### src/rtl/tisfb_pkg.sv
// Shared types and constants for the three-image seam feather blend.
package tisfb_pkg;

    // Largest image width that the seam geometry honors.
    localparam int unsigned MAX_WIDTH = 4096;

    // Field widths.
    localparam int unsigned CHAN_W   = 8;
    localparam int unsigned COL_W    = 14;
    localparam int unsigned WIDTH_W  = 13;
    localparam int unsigned HALF_W   = 11;
    localparam int unsigned CFG_W    = 13;
    // Window length 2*half_window and ramp positions inside it.
    localparam int unsigned WIN_W    = HALF_W + 1;
    // Signed width that holds every seam boundary and column.
    localparam int unsigned GEO_W    = 16;
    // Product of a channel value and a ramp weight.
    localparam int unsigned PROD_W   = CHAN_W + WIN_W;

    // Scaling unit: one multiply stage, restoring divide stages, one rounding stage.
    localparam int unsigned BITS_PER_STAGE = 2;
    localparam int unsigned DIV_STAGES     = CHAN_W / BITS_PER_STAGE;
    localparam int unsigned SCALE_LAT      = DIV_STAGES + 2;

    // Configuration register indexes.
    typedef enum logic [0:0] {
        REG_IMAGE_WIDTH = 1'b0,
        REG_HALF_WINDOW = 1'b1
    } cfg_reg_t;

    typedef logic [CHAN_W-1:0] chan_t;
    typedef chan_t [2:0]       trio_t;

    // Seam geometry of one column.
    typedef struct packed {
        logic              below_first;   // left of the first ramp
        logic              in_first;      // inside the first ramp
        logic              below_second;  // left of the second ramp
        logic              in_second;     // inside the second ramp
        logic [WIN_W-1:0]  k_first;       // position inside the first ramp
        logic [WIN_W-1:0]  rest_first;    // window minus k_first
        logic [WIN_W-1:0]  k_second;      // position inside the second ramp
        logic [WIN_W-1:0]  rest_second;   // window minus k_second
        logic [WIN_W-1:0]  window;        // 2 * half_window
    } geo_t;

    // Side data carried alongside the first scaling pass.
    typedef struct packed {
        logic              below_first;
        logic              in_first;
        logic              below_second;
        logic              in_second;
        logic [WIN_W-1:0]  rest_second;
        logic [WIN_W-1:0]  window;
        trio_t             left_pix;
        trio_t             mid_pix;
        trio_t             right_pix;
    } side1_t;

    // Side data carried alongside the second scaling pass.
    typedef struct packed {
        logic              below_second;
        logic              in_second;
        trio_t             left_term;
        trio_t             right_term;
    } side2_t;

endpackage

### src/rtl/tisfb_decode.sv
// Seam geometry decode: region flags and ramp weights for one canvas column.
module tisfb_decode (
    input  logic [tisfb_pkg::COL_W-1:0]   column,
    input  logic [tisfb_pkg::WIDTH_W-1:0] image_width,
    input  logic [tisfb_pkg::HALF_W-1:0]  half_window,
    output tisfb_pkg::geo_t               geo
);

    logic [tisfb_pkg::WIDTH_W-1:0]       width_sat;
    logic [tisfb_pkg::WIN_W-1:0]         window;
    logic signed [tisfb_pkg::GEO_W-1:0]  col_s;
    logic signed [tisfb_pkg::GEO_W-1:0]  first_lo;
    logic signed [tisfb_pkg::GEO_W-1:0]  first_hi;
    logic signed [tisfb_pkg::GEO_W-1:0]  second_lo;
    logic signed [tisfb_pkg::GEO_W-1:0]  second_hi;
    logic signed [tisfb_pkg::GEO_W-1:0]  k_first_full;
    logic signed [tisfb_pkg::GEO_W-1:0]  k_second_full;

    // Clamp the width and form the four seam boundaries.
    always_comb
    begin
        if (image_width > tisfb_pkg::WIDTH_W'(tisfb_pkg::MAX_WIDTH))
        begin
            width_sat = tisfb_pkg::WIDTH_W'(tisfb_pkg::MAX_WIDTH);
        end
        else
        begin
            width_sat = image_width;
        end
        window    = {half_window, 1'b0};
        col_s     = $signed(tisfb_pkg::GEO_W'(column));
        first_lo  = $signed(tisfb_pkg::GEO_W'(width_sat));
        first_hi  = first_lo + $signed(tisfb_pkg::GEO_W'(window));
        second_hi = $signed({tisfb_pkg::GEO_W'(width_sat)} << 1);
        second_lo = second_hi - $signed(tisfb_pkg::GEO_W'(window));
    end

    // Region flags and positions inside each ramp.
    always_comb
    begin
        k_first_full      = col_s - first_lo;
        k_second_full     = col_s - second_lo;
        geo.below_first   = col_s < first_lo;
        geo.in_first      = !(col_s < first_lo) && (col_s < first_hi);
        geo.below_second  = col_s < second_lo;
        geo.in_second     = !(col_s < second_lo) && (col_s < second_hi);
        geo.k_first       = k_first_full[tisfb_pkg::WIN_W-1:0];
        geo.k_second      = k_second_full[tisfb_pkg::WIN_W-1:0];
        geo.rest_first    = window - k_first_full[tisfb_pkg::WIN_W-1:0];
        geo.rest_second   = window - k_second_full[tisfb_pkg::WIN_W-1:0];
        geo.window        = window;
    end

endmodule

### config.mk
export PLATFORM = sky130hd
export DESIGN_NAME = tisfb_decode
export DESIGN_NICKNAME = d
export VERILOG_FILES = /design/src/rtl/tisfb_pkg.sv /design/src/rtl/tisfb_decode.sv
export SDC_FILE = /design/constraint.sdc
export NUM_CORES = 1
export LEC_CHECK = 0
export ABC_AREA = 1
export BUFFER_PORTS_ARGS = -buffer_cell sky130_fd_sc_hd__buf_2
export CORE_MARGIN = 10
export CORE_UTILIZATION = 30
export DETAILED_ROUTE_END_ITERATION = 8
export PLACE_DENSITY = 0.52
export SLEW_MARGIN = 5
export SYNTH_ARGS = -nofsm -noshare
export SYNTH_HDL_FRONTEND = slang
export SYNTH_SLANG_ARGS = --single-unit
### constraint.sdc
create_clock -name vclk -period 4.07
set_input_delay 0.407 -clock vclk [all_inputs]
set_output_delay 0.407 -clock vclk [all_outputs]
set_load 0.05 [all_outputs]
# --- Word level (Yosys, flattened, before mapping) ---
# Cells that the tools add are included.
classes:
  n_addsub: 6
  multipliers: 0
  div_mod_pow: 0
  n_lt_le_gt_ge: 5
  n_eq_ne: 0
  shifts: 0
  muxes: 1
  n_bitwise: 0
  reduce_logical: 4
op_table:
  columns: ["cell", "count"]
  rows:
  - ["12-bit subtractor", 4]
  - ["14-bit < comparator", 2]
  - ["15-bit < comparator", 1]
  - ["14-bit by 12-bit subtractor with 15-bit output", 1]
  - ["13-bit by 12-bit adder with 14-bit output", 1]
  - ["14-bit by 13-bit < comparator with 1-bit output", 1]
  - ["13-bit greater-than comparator (second input constant)", 1]
  - ["13-bit two-way mux", 1]
  - ["1-bit logical AND", 2]
  - ["1-bit logical NOT", 2]
totals:
  reg_bits: 0
  latch_bits: 0
  ramBits: 0
  mem_bits_ro: 0
  output_inout_bits: 64
  word_cells: 16
  mem_count: 0

# --- Depth between registers and ports, before layout ---
logic_depth:
  ltp_word: 6
  mapped_depth: 31
  ltp_nobuf: 31

# --- Worst setup path after synthesis ---
# No wires, ideal clock.
synth_path:
  path_kind: "input port to output port"
  start: "input port image_width[10] (netlist name)"
  end: "output port geo[21] (netlist name)"
  t_arrival_ns: 5.294
  required_ns: 3.663
  path_slack_ns: -1.631
  stages: 23
  path_buffers: 0
  cell_sequence: "nor4_1 > nand2_1 > nand2_1 > inv_1 > nor2_1 > inv_1 > ha_1 > fa_1 > o21ai_0 > xnor2_1 > ha_1 > nand2_1 > nor2_1 > nand2_1 > nand3_1 > xor2_1 > inv_1 > ha_1 > nand4_1 > o221ai_1 > nand2_1 > nand2_1 > xor2_1"
synth_rtl:
  columns: ["item", "line", "text"]
  rows:
  - ["start: declaration", "tisfb_decode.sv:4", "input logic [tisfb_pkg::WIDTH_W-1:0] image_width,"]
  - ["end: declaration", "tisfb_decode.sv:6", "output tisfb_pkg::geo_t geo"]

==> impl_results.md <==
* First-pass GRT wire length at approximately 26000 µm
* Number of max-cap violations at 0
* Area grow syn2layout at 97.4%
* Final Cell Area at ~0.008 mm²
* Post-synthesis sequential area ratio at 0
* Cell Area, Synth at 0.00400 mm²
* WS Path Type: in2out
* Placed insts at 1085
* Congestion Overflow GR at 0
* Final GP Congestion at between 0.8 and 0.9
* DP Area at roughly 0.0065 mm²
* Clk_buf instances at 0
* Switching share of power at 0.570
* DR DRC count at 0
* Share of layout cells above drive strength 1 at 0.558
* Crit-path max FO at 4
* Leakage at roughly 4.1 nW
* Gate Count Post-Synth at approximately 640
* Failing checks: setup timing
* Setup crit end: geo[21]
* Syn Area/Cell at around 6.2 µm²
* Post-synth cell types at 35
* Crit. End Element: output pin
* Vias in the first global route at 5641
* Crit path DAT at between 4 and 5 ns
* Clock share of power at 0
* Core Area at approximately 0.013 mm²
* Via count at 5369
* Combinational power share at 1.000
* Switch Pwr at about 2.2 mW
* Startpoint Class: primary input
* Rows at 42
* Fin cells at between 1000 and 1500
* Count of buffers from port buffering at a little over 100
* Initial DRC Count at approximately 120
* Number of warnings issued by yosys at 0
* Post-route ant nets at 0
* Final Max Slew Viols at 0
* Die Ht at 135 µm
* DP Worst Slack at -0.942 ns
* Die W at roughly 140 µm
* Hold Crit Class: in2out
* Ports at around 100
* Initial antenna violation count at 0
* Layout Nets at approximately 1100
* Final worst slack at -0.576 ns
* Power, Total at 3.88 mW
* GRT Resource Usage Total at 0.171
* RSZ-0062 raised after global routing: yes
* Most common library cell in the layout ignoring fill and taps: buf_4
* Avg WL per Cell at ~15 µm
* Required time of the critical path at 3.66 ns
* Final core occ at 0.601
* TritonRoute pass-1 iters at 5
* N_diodes at 0
* Pwr dens at 491 mW/mm²
* Sequential cell area at 0 µm²
* Vias/cell at about 4.8
* Final hold violations at 0
* Starting Density at 0.305
* Largest net degree at the start of global routing at 7
* Flip-flop and latch count at 0
* Syn nets at ~780
* Final setup violation count at 19
* Status: finished with violations
* Fmax at ~220 MHz
* TNS Setup at -4.85 ns
* Part of the cycle the worst path needs at 1.14
* Worst hold slack at about 1.1 ns
* Min cycle time layout at 4.65 ns
* Worst setup startpoint: image_width[5]
* Final WL at around 17000 µm
* Die footprint at ~0.018 mm²
* DPL Wire Length at roughly 14000 µm
* Int Pwr at between 1.5 and 2 mW
* Reg power frac at 0
* Commonest non-fill, non-tap cells in the layout: buf_4, inv_1, nand2_1
* VDD IR max at between 0.3 and 0.4 mV
==> logic make-up (layout without fill, tap and decap cells) <==
logic type,count (synthesis),in the layout,share of synthesized area
AND/OR/NAND/NOR,241,241,0.266
buffers and inverters,137,443,0.143
AO/OA/AOI/OAI,111,111,0.158
adder cells (fa/ha/maj),97,97,0.315
XOR/XNOR,54,54,0.118
other,1,1,0.000937
==> synthesized netlist by cell type, types with 2 or more instances <==
| cell | instances | area (µm²) |
|---|---|---|
| nand3_2 | 5 | 50.1 |
| a21o_1 | 4 | 30.0 |
| fa_1 | 6 | 120 |
| xor2_1 | 37 | 324 |
| a21oi_2 | 2 | 17.5 |
| nor4_1 | 2 | 12.5 |
| nand2_2 | 4 | 25.0 |
| xnor2_1 | 17 | 149 |
| o31ai_1 | 3 | 22.5 |
| o21bai_1 | 6 | 45.0 |
| a21boi_1 | 2 | 15.0 |
| ha_1 | 91 | 1140 |
| a31oi_1 | 4 | 25.0 |
| o221ai_1 | 3 | 26.3 |
| nand3b_1 | 3 | 22.5 |
| nand3_1 | 38 | 190 |
| nand2_1 | 122 | 458 |
| o21ai_0 | 20 | 100 |
| and2_1 | 2 | 12.5 |
| o21ai_1 | 2 | 10.0 |
| nand4_1 | 9 | 56.3 |
| nor2_1 | 41 | 154 |
| buf_4 | 15 | 113 |
| a21oi_1 | 61 | 305 |
| nor3_1 | 13 | 65.1 |
| inv_1 | 120 | 450 |
==> power by group through the flow <==
stage,Combinational (mW),Sequential [mW],Clock (mW)
global placement,3.16,0,0
CTS,3.66,0,0
detailed placement,3.20,0,0
floorplan,2.21,0,0
global route,4.14,0,0
finish,3.88,0,0
==> final cells by class <==
type	instances	area, µm²
Tap cell	176	220
Timing Repair Buffer	322	2490
Fill cell	1175	5240
Multi-Input combinational cell	504	4730
Inverter	121	459
==> routing by layer <==
metal | share of wire | track usage | vias to the layer above | wire [µm]
met3 | 0.042 | 0.0115 | 20 | 697
met2 | 0.54 | 0.343 | 105 | 8960
li1 | - | - | 2707 | -
met5 | 0 | 0 | - | 0
met4 | 0.017 | 0.0215 | 0 | 278
met1 | 0.41 | 0.195 | 2537 | 6800
==> how the worst min path moves through the flow <==
stage                         startpoint  endpoint  slack, ns  cells after the start
after global placement         column[0]   geo[12]       1.15                      2
after global routing           column[0]   geo[12]       1.16                      2
after CTS                      column[0]   geo[12]       1.15                      2
after floorplan           half_window[9]   geo[10]       0.98                      1
after detailed placement       column[0]   geo[12]       1.15                      2
final                          column[0]   geo[12]       1.15                      2
==> critical path, stage by stage <==
cell      delay [ns]
buf_6           0.09
inv_2           0.04
nand4_1         0.17
nor2_1          0.13
nand2_1         0.09
nand2_4         0.11
inv_4           0.06
nor2_4          0.11
inv_2           0.05
ha_4            0.16
fa_2            0.37
o21ai_2         0.16
xnor2_1         0.14
ha_2            0.32
nand2_2         0.08
nor2_2          0.05
nand2_2         0.08
nand3_4         0.10
buf_12          0.14
xor2_4          0.16
inv_2           0.06
ha_4            0.28
nand4_1         0.10
o221ai_2        0.22
nand2_1         0.10
nand2_2         0.13
xor2_4          0.14
buf_6           0.17
==> what timing repair did <==
| action | CTS | global route |
|---|---|---|
| resized for setup | 145 | 114 |
| endpoints found under the setup margin | 24 | 27 |
| pin swaps | 71 | 64 |
| hold buffers | 0 | 0 |
| buffers inserted | 24 | 16 |
No activity file was read; power rests on OpenSTA's default activity.
