**config.mk**
```make
export PLATFORM = sky130hd
export DESIGN_NAME = tisfb_scale
export DESIGN_NICKNAME = d
export VERILOG_FILES = /design/src/rtl/tisfb_pkg.sv /design/src/rtl/tisfb_scale.sv
export SDC_FILE = /design/constraint.sdc
export NUM_CORES = 1
export LEC_CHECK = 0
export ABC_CLOCK_PERIOD_IN_PS = 6600
export BUFFER_PORTS_ARGS = -buffer_cell sky130_fd_sc_hd__buf_2
export CAP_MARGIN = 30
export CORE_MARGIN = 2
export CORE_UTILIZATION = 30
export CTS_CLUSTER_DIAMETER = 150
export DETAILED_ROUTE_END_ITERATION = 16
export GPL_TIMING_DRIVEN = 1
export HOLD_SLACK_MARGIN = 0.15
export SYNTH_ARGS = -nofsm -noshare
export SYNTH_HDL_FRONTEND = slang
export SYNTH_SLANG_ARGS = --single-unit
```
**constraint.sdc**
```tcl
create_clock -name clk -period 6.6 [get_ports clk]
set_input_delay 0.66 -clock clk [delete_from_list [all_inputs] [get_ports clk]]
set_output_delay 0.66 -clock clk [all_outputs]
set_load 0.02 [all_outputs]
```
**src/rtl/tisfb_pkg.sv**
```systemverilog
// Shared types and constants for the three-image seam feather blend.
package tisfb_pkg;

    // Largest image width that the seam geometry honors.
    localparam int unsigned MAX_WIDTH = 4096;

    // Field widths.
    localparam int unsigned CHAN_W   = 8;
    localparam int unsigned COL_W    = 14;
    localparam int unsigned WIDTH_W  = 13;
    localparam int unsigned HALF_W   = 11;
    localparam int unsigned CFG_W    = 13;
    // Window length 2*half_window and ramp positions inside it.
    localparam int unsigned WIN_W    = HALF_W + 1;
    // Signed width that holds every seam boundary and column.
    localparam int unsigned GEO_W    = 16;
    // Product of a channel value and a ramp weight.
    localparam int unsigned PROD_W   = CHAN_W + WIN_W;

    // Scaling unit: one multiply stage, restoring divide stages, one rounding stage.
    localparam int unsigned BITS_PER_STAGE = 2;
    localparam int unsigned DIV_STAGES     = CHAN_W / BITS_PER_STAGE;
    localparam int unsigned SCALE_LAT      = DIV_STAGES + 2;

    // Configuration register indexes.
    typedef enum logic [0:0] {
        REG_IMAGE_WIDTH = 1'b0,
        REG_HALF_WINDOW = 1'b1
    } cfg_reg_t;

    typedef logic [CHAN_W-1:0] chan_t;
    typedef chan_t [2:0]       trio_t;

    // Seam geometry of one column.
    typedef struct packed {
        logic              below_first;   // left of the first ramp
        logic              in_first;      // inside the first ramp
        logic              below_second;  // left of the second ramp
        logic              in_second;     // inside the second ramp
        logic [WIN_W-1:0]  k_first;       // position inside the first ramp
        logic [WIN_W-1:0]  rest_first;    // window minus k_first
        logic [WIN_W-1:0]  k_second;      // position inside the second ramp
        logic [WIN_W-1:0]  rest_second;   // window minus k_second
        logic [WIN_W-1:0]  window;        // 2 * half_window
    } geo_t;

    // Side data carried alongside the first scaling pass.
    typedef struct packed {
        logic              below_first;
        logic              in_first;
        logic              below_second;
        logic              in_second;
        logic [WIN_W-1:0]  rest_second;
        logic [WIN_W-1:0]  window;
        trio_t             left_pix;
        trio_t             mid_pix;
        trio_t             right_pix;
    } side1_t;

    // Side data carried alongside the second scaling pass.
    typedef struct packed {
        logic              below_second;
        logic              in_second;
        trio_t             left_term;
        trio_t             right_term;
    } side2_t;

endpackage

```
**src/rtl/tisfb_scale.sv**
```systemverilog
// Pipelined round(value * weight / divisor), ties to even.
module tisfb_scale (
    input  logic                          clk,
    input  logic [tisfb_pkg::CHAN_W-1:0]  value,
    input  logic [tisfb_pkg::WIN_W-1:0]   weight,
    input  logic [tisfb_pkg::WIN_W-1:0]   divisor,
    output logic [tisfb_pkg::CHAN_W-1:0]  result
);

    logic [tisfb_pkg::PROD_W-1:0] rem_reg [tisfb_pkg::DIV_STAGES+1];
    logic [tisfb_pkg::CHAN_W-1:0] quo_reg [tisfb_pkg::DIV_STAGES+1];
    logic [tisfb_pkg::WIN_W-1:0]  dvs_reg [tisfb_pkg::DIV_STAGES+1];
    logic [tisfb_pkg::PROD_W-1:0] rem_next [tisfb_pkg::DIV_STAGES];
    logic [tisfb_pkg::CHAN_W-1:0] quo_next [tisfb_pkg::DIV_STAGES];
    logic [tisfb_pkg::CHAN_W-1:0] result_reg;
    logic [tisfb_pkg::CHAN_W-1:0] result_next;
    logic [tisfb_pkg::WIN_W:0]    twice_rem;
    logic                         round_up;

    // Restoring division, BITS_PER_STAGE quotient bits per stage, most significant first.
    always_comb
    begin
        logic [tisfb_pkg::PROD_W-1:0] rem_tmp;
        logic [tisfb_pkg::CHAN_W-1:0] quo_tmp;
        logic [tisfb_pkg::PROD_W-1:0] shifted;
        for (int s = 0; s < tisfb_pkg::DIV_STAGES; s++)
        begin
            rem_tmp = rem_reg[s];
            quo_tmp = quo_reg[s];
            for (int b = 0; b < tisfb_pkg::BITS_PER_STAGE; b++)
            begin
                shifted = tisfb_pkg::PROD_W'(dvs_reg[s])
                          << (tisfb_pkg::CHAN_W - 1 - s * tisfb_pkg::BITS_PER_STAGE - b);
                if (rem_tmp >= shifted)
                begin
                    rem_tmp = rem_tmp - shifted;
                    quo_tmp = quo_tmp | (tisfb_pkg::CHAN_W'(1)
                              << (tisfb_pkg::CHAN_W - 1 - s * tisfb_pkg::BITS_PER_STAGE - b));
                end
            end
            rem_next[s] = rem_tmp;
            quo_next[s] = quo_tmp;
        end
    end

    // Round to nearest; on an exact half, round toward the even quotient.
    always_comb
    begin
        twice_rem   = {rem_reg[tisfb_pkg::DIV_STAGES][tisfb_pkg::WIN_W-1:0], 1'b0};
        round_up    = (twice_rem > {1'b0, dvs_reg[tisfb_pkg::DIV_STAGES]})
                   || ((twice_rem == {1'b0, dvs_reg[tisfb_pkg::DIV_STAGES]})
                       && quo_reg[tisfb_pkg::DIV_STAGES][0]);
        result_next = quo_reg[tisfb_pkg::DIV_STAGES] + tisfb_pkg::CHAN_W'(round_up);
    end

    // Multiply stage, divide stages and rounding register.
    always_ff @(posedge clk)
    begin
        rem_reg[0] <= {{(tisfb_pkg::PROD_W - tisfb_pkg::CHAN_W){1'b0}}, value}
                    * {{(tisfb_pkg::PROD_W - tisfb_pkg::WIN_W){1'b0}}, weight};
        quo_reg[0] <= '0;
        dvs_reg[0] <= divisor;
        for (int s = 0; s < tisfb_pkg::DIV_STAGES; s++)
        begin
            rem_reg[s+1] <= rem_next[s];
            quo_reg[s+1] <= quo_next[s];
            dvs_reg[s+1] <= dvs_reg[s];
        end
        result_reg <= result_next;
    end

    assign result = result_reg;

endmodule

```
; ---- After elaboration in Yosys (flattened, before gate mapping)
; Memories as Yosys holds them, arrays and structs flattened.
; Cells that the tools add are included.
[classes]
n_addsub = 9
mul = 1
order_cmp = 9
n_eq_ne = 1
mux = 16
n_reduce_logical = 2
[op_table]
columns = op, count
row1 = $mux W20, 8
row2 = $ge A20 B12 Y1, 1
row3 = $ge A20 B13 Y1, 1
row4 = $ge A20 B14 Y1, 1
row5 = $ge A20 B15 Y1, 1
row6 = $ge A20 B16 Y1, 1
row7 = $ge A20 B17 Y1, 1
row8 = $ge A20 B18 Y1, 1
row9 = $ge A20 B19 Y1, 1
row10 = $mul A8 B12 Y20, 1
row11 = $sub A20 B12 Y20, 1
row12 = $sub A20 B13 Y20, 1
row13 = $sub A20 B14 Y20, 1
row14 = $sub A20 B15 Y20, 1
row15 = $sub A20 B16 Y20, 1
row16 = $sub A20 B17 Y20, 1
row17 = $sub A20 B18 Y20, 1
row18 = $sub A20 B19 Y20, 1
row19 = $eq A13 B12 Y1, 1
row20 = $gt A13 B12 Y1, 1
row21 = $add A8 B1 Y8, 1
row22 = $mux W8, 1
row23 = $mux W7, 1
row24 = $mux W6, 1
row25 = 7 further kinds, 7
[totals]
reg_bits = 8
ram_bits = 200
inputBits = 33
output_inout_bits = 8
wordCells = 42
mem_count = 3
[memory_table]
columns = memory, words, width, read_ports, rd_clocked_by_memory_dff, wr, line_no
row1 = rem_reg, 5, 20, 5, 0, 5, tisfb_scale.sv:10  ; logic [tisfb_pkg::PROD_W-1:0] rem_reg [tisfb_pkg::DIV_STAGES+1];
row2 = dvs_reg, 5, 12, 5, 0, 5, tisfb_scale.sv:12  ; logic [tisfb_pkg::WIN_W-1:0] dvs_reg [tisfb_pkg::DIV_STAGES+1];
row3 = quo_reg, 5, 8, 5, 0, 5, tisfb_scale.sv:11  ; logic [tisfb_pkg::CHAN_W-1:0] quo_reg [tisfb_pkg::DIV_STAGES+1];

; ---- Logic depth before layout (Yosys ltp)
; Gate-level depths: netlist of the first run.
; An unclocked memory read counts as a cell.
[logic_depth]
word_depth = 5
mapped_depth = 22
depth_no_buf = 20

; ---- Least setup slack after synthesis of the first run
; OpenSTA, ideal clock, no wires.
[synth_path]
kind = reg-to-reg
startpoint = memory dvs_reg[0][44] (netlist bit)
endpoint = memory rem_reg[0][89] (netlist bit)
setup_ns = 0.123
t_arrival_ns = 4.735
required_ns = 6.477
setup_slack_ns = 1.742
path_stages_with_launch = 22
path_cell_list = dfxtp_1 > inv_1 > ha_1 > a21oi_2 > o21ai_0 > a21oi_1 > o211ai_2 > a21boi_1 > clkbuf_1 > o21ai_0 > fa_1 > a21o_1 > a21oi_1 > o21ai_0 > a21oi_1 > a31oi_1 > o31ai_1 > nand4_1 > or3_1 > buf_2 > buf_4 > mux2_1
[synth_rtl]
columns = item, line_no
row1 = from (decl), tisfb_scale.sv:12
row2 = to (decl), tisfb_scale.sv:10

==> results of run 1 <==
-- metal layers --
metal | global-route usage (%) | wire (microns) | up-vias
li1 | - | - | 5130
met2 | 22.7 | 13900 | 177
met5 | 0 | 0 | -
met3 | 2.71 | 1020 | 35
met4 | 3.38 | 478 | 0
met1 | 17.0 | 13900 | 4825
-- worst max-delay path, stage by stage, from the launching register on --
cell and delay (ns):
dfxtp_1 0.36, inv_1 0.07, ha_1 0.33, a21oi_1 0.28, o21ai_0 0.18, a31oi_1 0.19, and3_1 0.68, mux2_2 0.43
ha_1 0.35, a21o_1 0.20, a21oi_1 0.23, o21bai_1 0.12, a21oi_1 0.27, o211ai_1 0.15, a21o_1 0.20, or2_1 0.28
nor3_4 0.58, mux2_2 0.42
-- stage by stage --
stage | worst slack [ns] | util (%) | instances | hold WS (ns) | instance area (sq um)
6_report | 1.15 | 33.6 | 2126 | 0.303 | 14800
5_1_grt | 0.730 | 33.6 | 2126 | 0.279 | 14800
4_1_cts | 1.14 | 33.6 | 2126 | 0.277 | 14800
3_5_place_dp | 1.20 | 32.2 | 2094 | 0.313 | 14100
3_3_place_gp | 1.31 | 32.2 | 2094 | 0.311 | 14100
2_1_floorplan | 1.74 | - | 1478 | 0.310 | 13300
-- cells in the final DEF, fill, tap and decap left out, drive strengths merged, types with 10 or more instances in the layout --
cell type,Yosys,layout
o21a,18,18
xor2,20,20
mux2i,13,13
nor2,70,70
nor2b,12,12
clkbuf,11,19
nand3,19,19
o31ai,13,13
dfxtp,180,180
nand4,13,13
a21o,25,25
fa,68,68
or3,11,11
or2,11,11
nand2,127,127
inv,199,203
o21ai,68,68
a211oi,17,17
xnor2,73,73
ha,149,149
mux2,54,54
buf,8,43
nand2b,17,17
a21oi,96,96
o21bai,12,12
and2,57,57
nor3,21,21
and3,10,10
-- final cells by class --
type	count	area, sq um
sequential	180	3600
tap	592	741
timing repair buffer	43	223
inverter	199	747
fill	4607	29200
multi-input combinational	1080	8810
clock buffer	19	443
clock inverter	13	195
-- cell families after synthesis --
kind of cell / after synthesis / share of synthesized area (%)
AND/OR/NAND/NOR: 396 / 15.4
AO/OA/AOI/OAI: 307 / 14.9
buffers and inverters: 218 / 6.35
adder cells (fa/ha/maj): 217 / 24.3
flip-flops: 180 / 27.2
XOR/XNOR: 93 / 6.14
multiplexers: 67 / 5.68
-- how the worst min path moves through the flow --
stage / start / endpoint / slack [ns] / depth (start not counted)
final: divisor[10] / dvs_reg[0][10]$_DFF_P_ / 0.30 / 1
after global routing: divisor[1] / dvs_reg[0][1]$_DFF_P_ / 0.28 / 1
after CTS: divisor[6] / dvs_reg[0][6]$_DFF_P_ / 0.28 / 1
after detailed placement: quo_reg[0][22]$_DFF_P_ / quo_reg[0][30]$_DFF_P_ / 0.31 / 0
after global placement: quo_reg[0][30]$_DFF_P_ / quo_reg[0][38]$_DFF_P_ / 0.31 / 0
after floorplan: quo_reg[0][14]$_DFF_P_ / quo_reg[0][22]$_DFF_P_ / 0.31 / 0
==> run_results.csv, run 1 <==
group,metric,value,unit
status,status,"completed",
drt,routedWlPerCell,13.8,microns
yosys,ys_seq_elements,180,
drt,wl,29300,microns
yosys,async_flop_share,0,%
timing,post-route-period-util,82.5,%
critical_path,crit_fanout,22,
timing,slew-limit-headroom,29.9,%
global_routing,grt_pass1_wl,50000,microns
job,drv_cap,0,
drt,ant_nets,0,
drt,first_pass_iters,5,
floorplanning,start_util,30.2,%
timing,fin_skew,0.00961,ns
timing,hold_viol,0,
drt,vias_per_cell,4.78,
drt,drc,0,
critical_path,arrival,5.78,ns
finish,final_nets,1771,
yosys,synthTopCellsByCount,"198 x inv_1, 180 x dfxtp_1, 149 x ha_1",
timing,period_minus_slack,5.45,ns
timing,finalSetupViolations,0,
yosys,syn_area_per_cell,8.97,sq um
critical_path,path_class,"reg -> reg",
yosys,synth_cell_types,80,
finish,drive_gt1_share,10.0,%
yosys,synth.cell_area,0.0133,sq mm
floorplanning,die_w,214,microns
floorplanning,die_area,0.0459,sq mm
floorplanning,die_h,214,microns
timing,drv_slew,0,
global_routing,track_usage,13.2,%
cts,cts_tree,"done",
yosys,synth_edf_count,0,
cts,clock-root-buffer,"clkbuf_16",
global_routing,grt_pass1_vias,10433,
yosys,synth_most_common_cell,"inv_1",
cts,clkSlewWorstSetupHoldPaths,0.07,ns
cts,clock_sinks,180,
drt,drtIter0Drc,524,
critical_path,r2r_end,"rem_reg[0][48]$_DFF_P_",
critical_path,critPathLaunchType,"flip-flop",
cts,post_cts_resized,0,
critical_path,r2r-start,"dvs_reg[0][22]$_DFF_P_",
yosys,synthesis.nets,1728,
cts,postCtsSetupBuffers,0,
yosys,ys_warn_count,0,
placement,post-dp-hpwl,24100,microns
cts,numCtsBuffers,17,
placement,numPortBuffers,40,
critical_path,reg2reg_slack,1.15,ns
drt,vias,10167,
yosys,yosysSeqAreaShare,27.2,%
critical_path,setup.worst_path.end_class,"flip-flop",
yosys,synth_top_cell_by_area,"dfxtp_1",
timing,fmaxAchievable,184,MHz
cts,clockBufferDepth,2,
finish,n_antenna_cell,0,
cts,cts_hold_buf,0,
timing,setup_tns,0,ns
timing,worstMarginPinSlew,1.03,ns
cts,htree_levels,4,
global_routing,antenna_found_initial,0,
cts,clkLatencyLatePin,0.45,ns
floorplanning,io_pins,41,
finish,largest_reg_flops,92,
yosys,synth_top_area_share,27.2,%
yosys,ys.flop_type,"dfxtp_1",
yosys,syn_inst,1478,
global_routing,gr-total-overflow,0,
floorplanning,core_region_area,0.0439,sq mm
critical_path,rr_worst_depth,17,
finish,syn_to_final_growth,11.4,%
floorplanning,std_cell_rows,77,
critical_path,worstSetupStartpoint,"dvs_reg[0][22]$_DFF_P_",
yosys,synth_area_leaders,"dfxtp_1 27%, ha_1 14%, fa_1 10%",
worst_hold_path,min_path_type,"in -> reg",
placement,place_congestion,0.914,
critical_path,critPathRequiredTime,6.94,ns
timing,rsz0062_at_grt,"no",
global_routing,grt_max_degree,23,
critical_path,crit_path_end,"rem_reg[0][48]$_DFF_P_",
Power of run 1 is left out: the tool's default activity adds up to more than one toggle a clock period on the data nets, which glitch-free logic cannot reach.
==> run 2: changes to the inputs <==
ABC_CLOCK_PERIOD_IN_PS = 4870   (was 6600)
clock period = 4.87 ns   (was 6.6 ns; I/O delays follow)
==> run 2 against run 1 <==
- routed wire length up 1.1%
- core utilization up 1.2 points
- global-route usage up 0.24 points
- register-to-register slack worse by 0.97 ns
- worst setup slack worse by 0.97 ns
- critical path type unchanged
- largest cell class unchanged
- highest routed layer unchanged
==> run_results.csv, run 2 (synthesis gave the netlist of run 1 again) <==
group,metric,value,unit
floorplanning,start_util,30.2,%
global_routing,antenna_found_initial,0,
timing,setup_tns,0,ns
worst_hold_path,min_delay_path_depth,0,
floorplanning,die_w,214,microns
status,status,"completed",
timing,worstMarginPinSlew,0.716,ns
placement,numPortBuffers,40,
timing,drv_slew,0,
worst_hold_path,min_path_type,"reg -> reg",
timing,whs,0.329,ns
drt,wl_met1,13800,microns
critical_path,cp_top_family,"compound AO/OA/AOI/OAI gates",
drt,vias_per_cell,4.73,
cts,clock-root-buffer,"clkbuf_16",
critical_path,critPathLaunchType,"flip-flop",
global_routing,grt_max_degree,23,
timing,fmaxAchievable,213,MHz
finish,design_area,0.0153,sq mm
global_routing,grt_pass1_vias,10751,
timing,period_minus_slack,4.69,ns
finish,drive_gt1_share,13.3,%
critical_path,max_stage_delay,0.38,ns
drt,routedWlPerCell,13.6,microns
critical_path,rr_worst_depth,18,
placement,place_congestion,0.902,
drt,first_pass_iters,5,
placement,post-dp-hpwl,24400,microns
global_routing,track_usage,13.5,%
critical_path,cp.depth,18,
floorplanning,die_area,0.0459,sq mm
cts,clockBufferDepth,2,
floorplanning,core_region_area,0.0439,sq mm
finish,final_nets,1831,
drt,ant_nets,0,
floorplanning,io_pins,41,
critical_path,slowest_stage,"dfxtp_1",
cts,clkSlewWorstSetupHoldPaths,0.07,ns
global_routing,gr-total-overflow,0,
job,drv_cap,0,
critical_path,crit_buf_inv,2,
timing,slew-limit-headroom,52.0,%
critical_path,crit_fanout,16,
floorplanning,die_h,214,microns
critical_path,setup.worst_path.end_class,"flip-flop",
cts,htree_levels,4,
drt,vias,10337,
finish,largest_reg_flops,92,
drt,maxUsedRoutingLayer,"met4",
cts,cts_tree,"done",
cts,numCtsBuffers,17,
critical_path,path_class,"reg -> reg",
global_routing,grt_pass1_wl,51200,microns
timing,hold_viol,0,
finish,syn_to_final_growth,15.3,%
drt,drtIter0Drc,436,
placement,dpl_cell_area,0.0145,sq mm
timing,fin_skew,0.0112,ns
floorplanning,std_cell_rows,77,
timing,finalSetupViolations,0,
drt,drc,0,
timing,rsz0062_at_grt,"no",
drt,wl,29700,microns
finish,n_antenna_cell,0,
critical_path,arrival,5.02,ns
drt,wl_met3,972,microns
finish,final_common_cell,"inv_1",
finish,mostFrequentLayoutCells,"198 x inv_1, 180 x dfxtp_1, 148 x ha_1, 127 x nand2_1, 92 x a21oi_1",
cts,clock_sinks,180,
critical_path,worstPathCellList,"inv_1 > ha_1 > a21oi_2 > o21ai_0 > a31oi_1 > and3_4 > mux2_2 > ha_1 > a21o_1 > a21oi_1 > o21bai_1 > a21oi_1 > o211ai_1 > a21o_1 > or2_1 > nor3_4 > buf_12 > mux2_2",
finish,utilization,34.8,%
cts,clkLatencyLatePin,0.45,ns
timing,post-route-period-util,96.2,%
critical_path,critPathRequiredTime,5.20,ns
drt,dr_wl_met2,14100,microns
-- run 2: cell types whose count changed in the layout (fill, tap and decap cells not counted), moves of 2 or more --
cell	before	now
a211oi_2	2	4
a21oi_2	2	4
a21oi_1	94	92
o21ai_1	4	7
o21ai_0	63	60
buf_6	0	2
nor4b_4	0	2
buf_4	3	48
bufinv_16	4	2
nor4b_2	2	0
a211oi_1	15	13
dlygate4sd3_1	0	12
-- run 2: metrics by stage --
stage	worst slack, ns	cells
after detailed placement	0.0247	2140
after floorplan	0.0115	1478
after global placement	0.0454	2140
after CTS	0.00214	2183
after global routing	0.00627	2186
final	0.184	2186
-- run 2: final cells by class --
class | count | area, sq um
Fill cell | 4566 | 28600
Multi-Input combinational cell | 1080 | 8890
Sequential cell | 180 | 3600
Inverter | 199 | 749
Tap cell | 592 | 741
Timing Repair Buffer | 103 | 723
Clock buffer | 19 | 433
Clock inverter | 13 | 148
-- run 2: worst register-to-register path, stage by stage, from the launching register on --
cell	delay [ns]
dfxtp_1	0.38
inv_1	0.08
ha_1	0.33
a21oi_2	0.20
o21ai_0	0.17
a31oi_1	0.31
and3_4	0.31
mux2_2	0.37
ha_1	0.30
a21o_1	0.19
a21oi_1	0.23
o21bai_1	0.12
a21oi_1	0.22
o211ai_1	0.15
a21o_1	0.20
or2_1	0.29
nor3_4	0.21
buf_12	0.17
mux2_2	0.35
-- run 2: final timing paths --
kind                     startpoint                endpoint  slack, ns
max reg2reg  dvs_reg[0][22]$_DFF_P_  rem_reg[0][47]$_DFF_P_       0.18
min          quo_reg[0][28]$_DFF_P_  quo_reg[0][36]$_DFF_P_       0.33
min reg2reg  quo_reg[0][28]$_DFF_P_  quo_reg[0][36]$_DFF_P_       0.33
max          dvs_reg[0][22]$_DFF_P_  rem_reg[0][47]$_DFF_P_       0.18
-- run 2: metal layers --
metal	up-vias	GRT usage, %
met4	0	3.91
met1	4882	17.0
met5	-	0
met2	160	23.3
li1	5244	-
met3	51	2.67
-- run 2: repair_timing --
item                                    4_1_cts  5_1_grt
hold endpoints to repair                     11        1
resized for setup                             2       21
endpoints found under the setup margin        5       52
hold buffers                                 11        1
pin swaps                                     0        6
buffers inserted                              0        2
Power of run 2 is left out for the same reason.
==> run 3: changes to the inputs <==
ABC_CLOCK_PERIOD_IN_PS = 4200   (was 4870)
clock period = 4.2 ns   (was 4.87 ns; I/O delays follow)
==> run 3 against run 2 <==
- the flow now finishes with violations (negative setup slack)
- worst setup slack lost 0.29 ns
- cell count grew 19%
- hold slack lost 0.028 ns
- design area grew 31%
- sequential share of layout area shrank 5.4 points
- core utilization grew 11 points
- count of clock-buffer cells in the layout shrank 2
- via count grew 18%
- largest cell class unchanged
- non-clock buffer count grew 412
- sequential cell count is the same
- maximum frequency grew 8.9%
==> run_results.csv, run 3 (synthesis gave the netlist of run 1 again) <==
group,metric,value,unit
cts,clkLatencyLatePin,0.45,ns
cts,clock-root-buffer,"clkbuf_16",
job,drv_cap,0,
critical_path,path_class,"reg -> reg",
cts,clkSlewWorstSetupHoldPaths,0.07,ns
critical_path,setup.worst_path.end_class,"flip-flop",
floorplanning,die_w,214,microns
critical_path,critPathRequiredTime,4.54,ns
worst_hold_path,min_path_type,"in -> reg",
drt,vias,12248,
critical_path,rr_worst_depth,22,
cts,clockBufferDepth,2,
timing,slew-limit-headroom,46.6,%
worst_hold_path,min_delay_path_depth,2,
timing,fin_skew,0.0109,ns
global_routing,grt_pass1_wl,61000,microns
drt,first_pass_iters,8,
timing,drv_slew,0,
floorplanning,start_util,30.2,%
timing,setup_ws,-0.102,ns
finish,mostFrequentLayoutCells,"433 x buf_4, 173 x inv_1, 144 x dfxtp_1, 116 x nand2_1, 99 x ha_1",
timing,post-route-period-util,102,%
timing,fmaxAchievable,232,MHz
drt,routedWlPerCell,14.5,microns
status,status,"complete, but fails checks",
floorplanning,io_pins,41,
timing,finalSetupViolations,20,
global_routing,grt_max_degree,20,
drt,ant_nets,0,
floorplanning,core_region_area,0.0439,sq mm
floorplanning,die_h,214,microns
finish,largest_reg_flops,92,
placement,post-dp-hpwl,28700,microns
timing,rsz0062_at_grt,"yes",
global_routing,antenna_found_initial,0,
placement,numPortBuffers,40,
finish,fillers,4058,
global_routing,track_usage,16.1,%
cts,clock_sinks,180,
drt,drtIter0Drc,564,
finish,syn_to_final_growth,51.2,%
finish,final_nets,2244,
drt,vias_per_cell,4.71,
drt,wl,37700,microns
status,violations,"negative setup slack",
placement,place_congestion,0.941,
floorplanning,die_area,0.0459,sq mm
critical_path,critPathLaunchType,"flip-flop",
critical_path,crit_fanout,6,
cts,htree_levels,4,
finish,final_common_cell,"buf_4",
cts,cts_tree,"done",
floorplanning,std_cell_rows,77,
drt,drc,0,
finish,n_antenna_cell,0,
finish,multiInputGateArea,0.0103,sq mm
timing,setup_tns,-1.08,ns
timing,hold_viol,0,
critical_path,arrival,4.64,ns
global_routing,gr-total-overflow,0,
finish,drive_gt1_share,42.8,%
timing,worstMarginPinSlew,0.797,ns
cts,numCtsBuffers,17,
finish,seqCellArea,0.00365,sq mm
timing,period_minus_slack,4.30,ns
global_routing,grt_pass1_vias,12649,
run 3: changes by cell type in the layout (fill, tap and decap cells not counted), moves of 33 or more:
cell	previous run	this run
dfxtp_2	0	35
mux2_4	4	37
dfxtp_1	180	144
buf_4	48	433
ha_1	148	99
ha_4	0	50
run 3: critical path, cell delays in order (launching register included):
cell,delay [ns]
dfxtp_2,0.34
inv_2,0.05
ha_4,0.23
a21o_1,0.16
a21oi_2,0.14
o21bai_1,0.10
o31ai_2,0.28
a31oi_2,0.17
nor3_4,0.19
buf_6,0.15
buf_6,0.12
mux2_4,0.31
ha_4,0.17
a21o_1,0.17
a211oi_2,0.27
o21ai_2,0.12
a31oi_4,0.20
o21ai_2,0.08
o21bai_4,0.19
nor3_4,0.17
buf_6,0.14
buf_12,0.12
mux2_4,0.30
run 3: layer usage:
metal  share of wire [%]  GRT usage [%]  wire length (microns)
met1                  42           18.3                  15600
met2                  53           30.6                  19900
met3                 2.5           1.93                    924
met4                 3.4           6.39                   1280
met5                   0              0                      0
run 3: final cells by class:
class | count | share of cell area [%]
clock buffer | 17 | 2.12
clock inverter | 15 | 0.917
inverter | 199 | 3.78
multi-input combinational | 1080 | 51.6
sequential | 180 | 18.2
tap | 592 | 3.69
timing repair buffer | 515 | 19.6
timing repair inverter | 1 | 0.0811
run 3: path summary, 6_finish.rpt:
check | slack (ns) | endpoint | from
setup / recovery | -0.10 | rem_reg[0][34]$_DFF_P_ | dvs_reg[0][4]$_DFF_P_
hold / removal | 0.30 | rem_reg[0][0]$_DFF_P_ | value[0]
setup reg to reg | -0.10 | rem_reg[0][34]$_DFF_P_ | dvs_reg[0][4]$_DFF_P_
hold reg to reg | 0.33 | quo_reg[0][35]$_DFF_P_ | quo_reg[0][27]$_DFF_P_
run 3: repair_timing:
action                                 CTS  global route
setup buffers                           81            37
pin swaps                               71            72
hold buffers                            12             0
cloned                                   3             1
setup endpoints to repair               63            64
resized for setup                      190           162
endpoints found under the hold margin   12             0
run 3: per-stage QoR:
| step | setup WS, ns | area, sq um | util, % | std cells | hold WS (ns) |
|---|---|---|---|---|---|
| after detailed placement | -0.435 | 17000 | 38.7 | 2444 | 0.312 |
| after floorplan | -0.0183 | 13500 | - | 1478 | 0.310 |
| after CTS | -0.164 | 19200 | 43.6 | 2570 | 0.293 |
| final | -0.102 | 20000 | 45.6 | 2599 | 0.301 |
| after global routing | -0.313 | 20000 | 45.6 | 2599 | 0.301 |
| after global placement | -0.378 | 17000 | 38.7 | 2444 | 0.313 |
Power of run 3 is left out for the same reason.
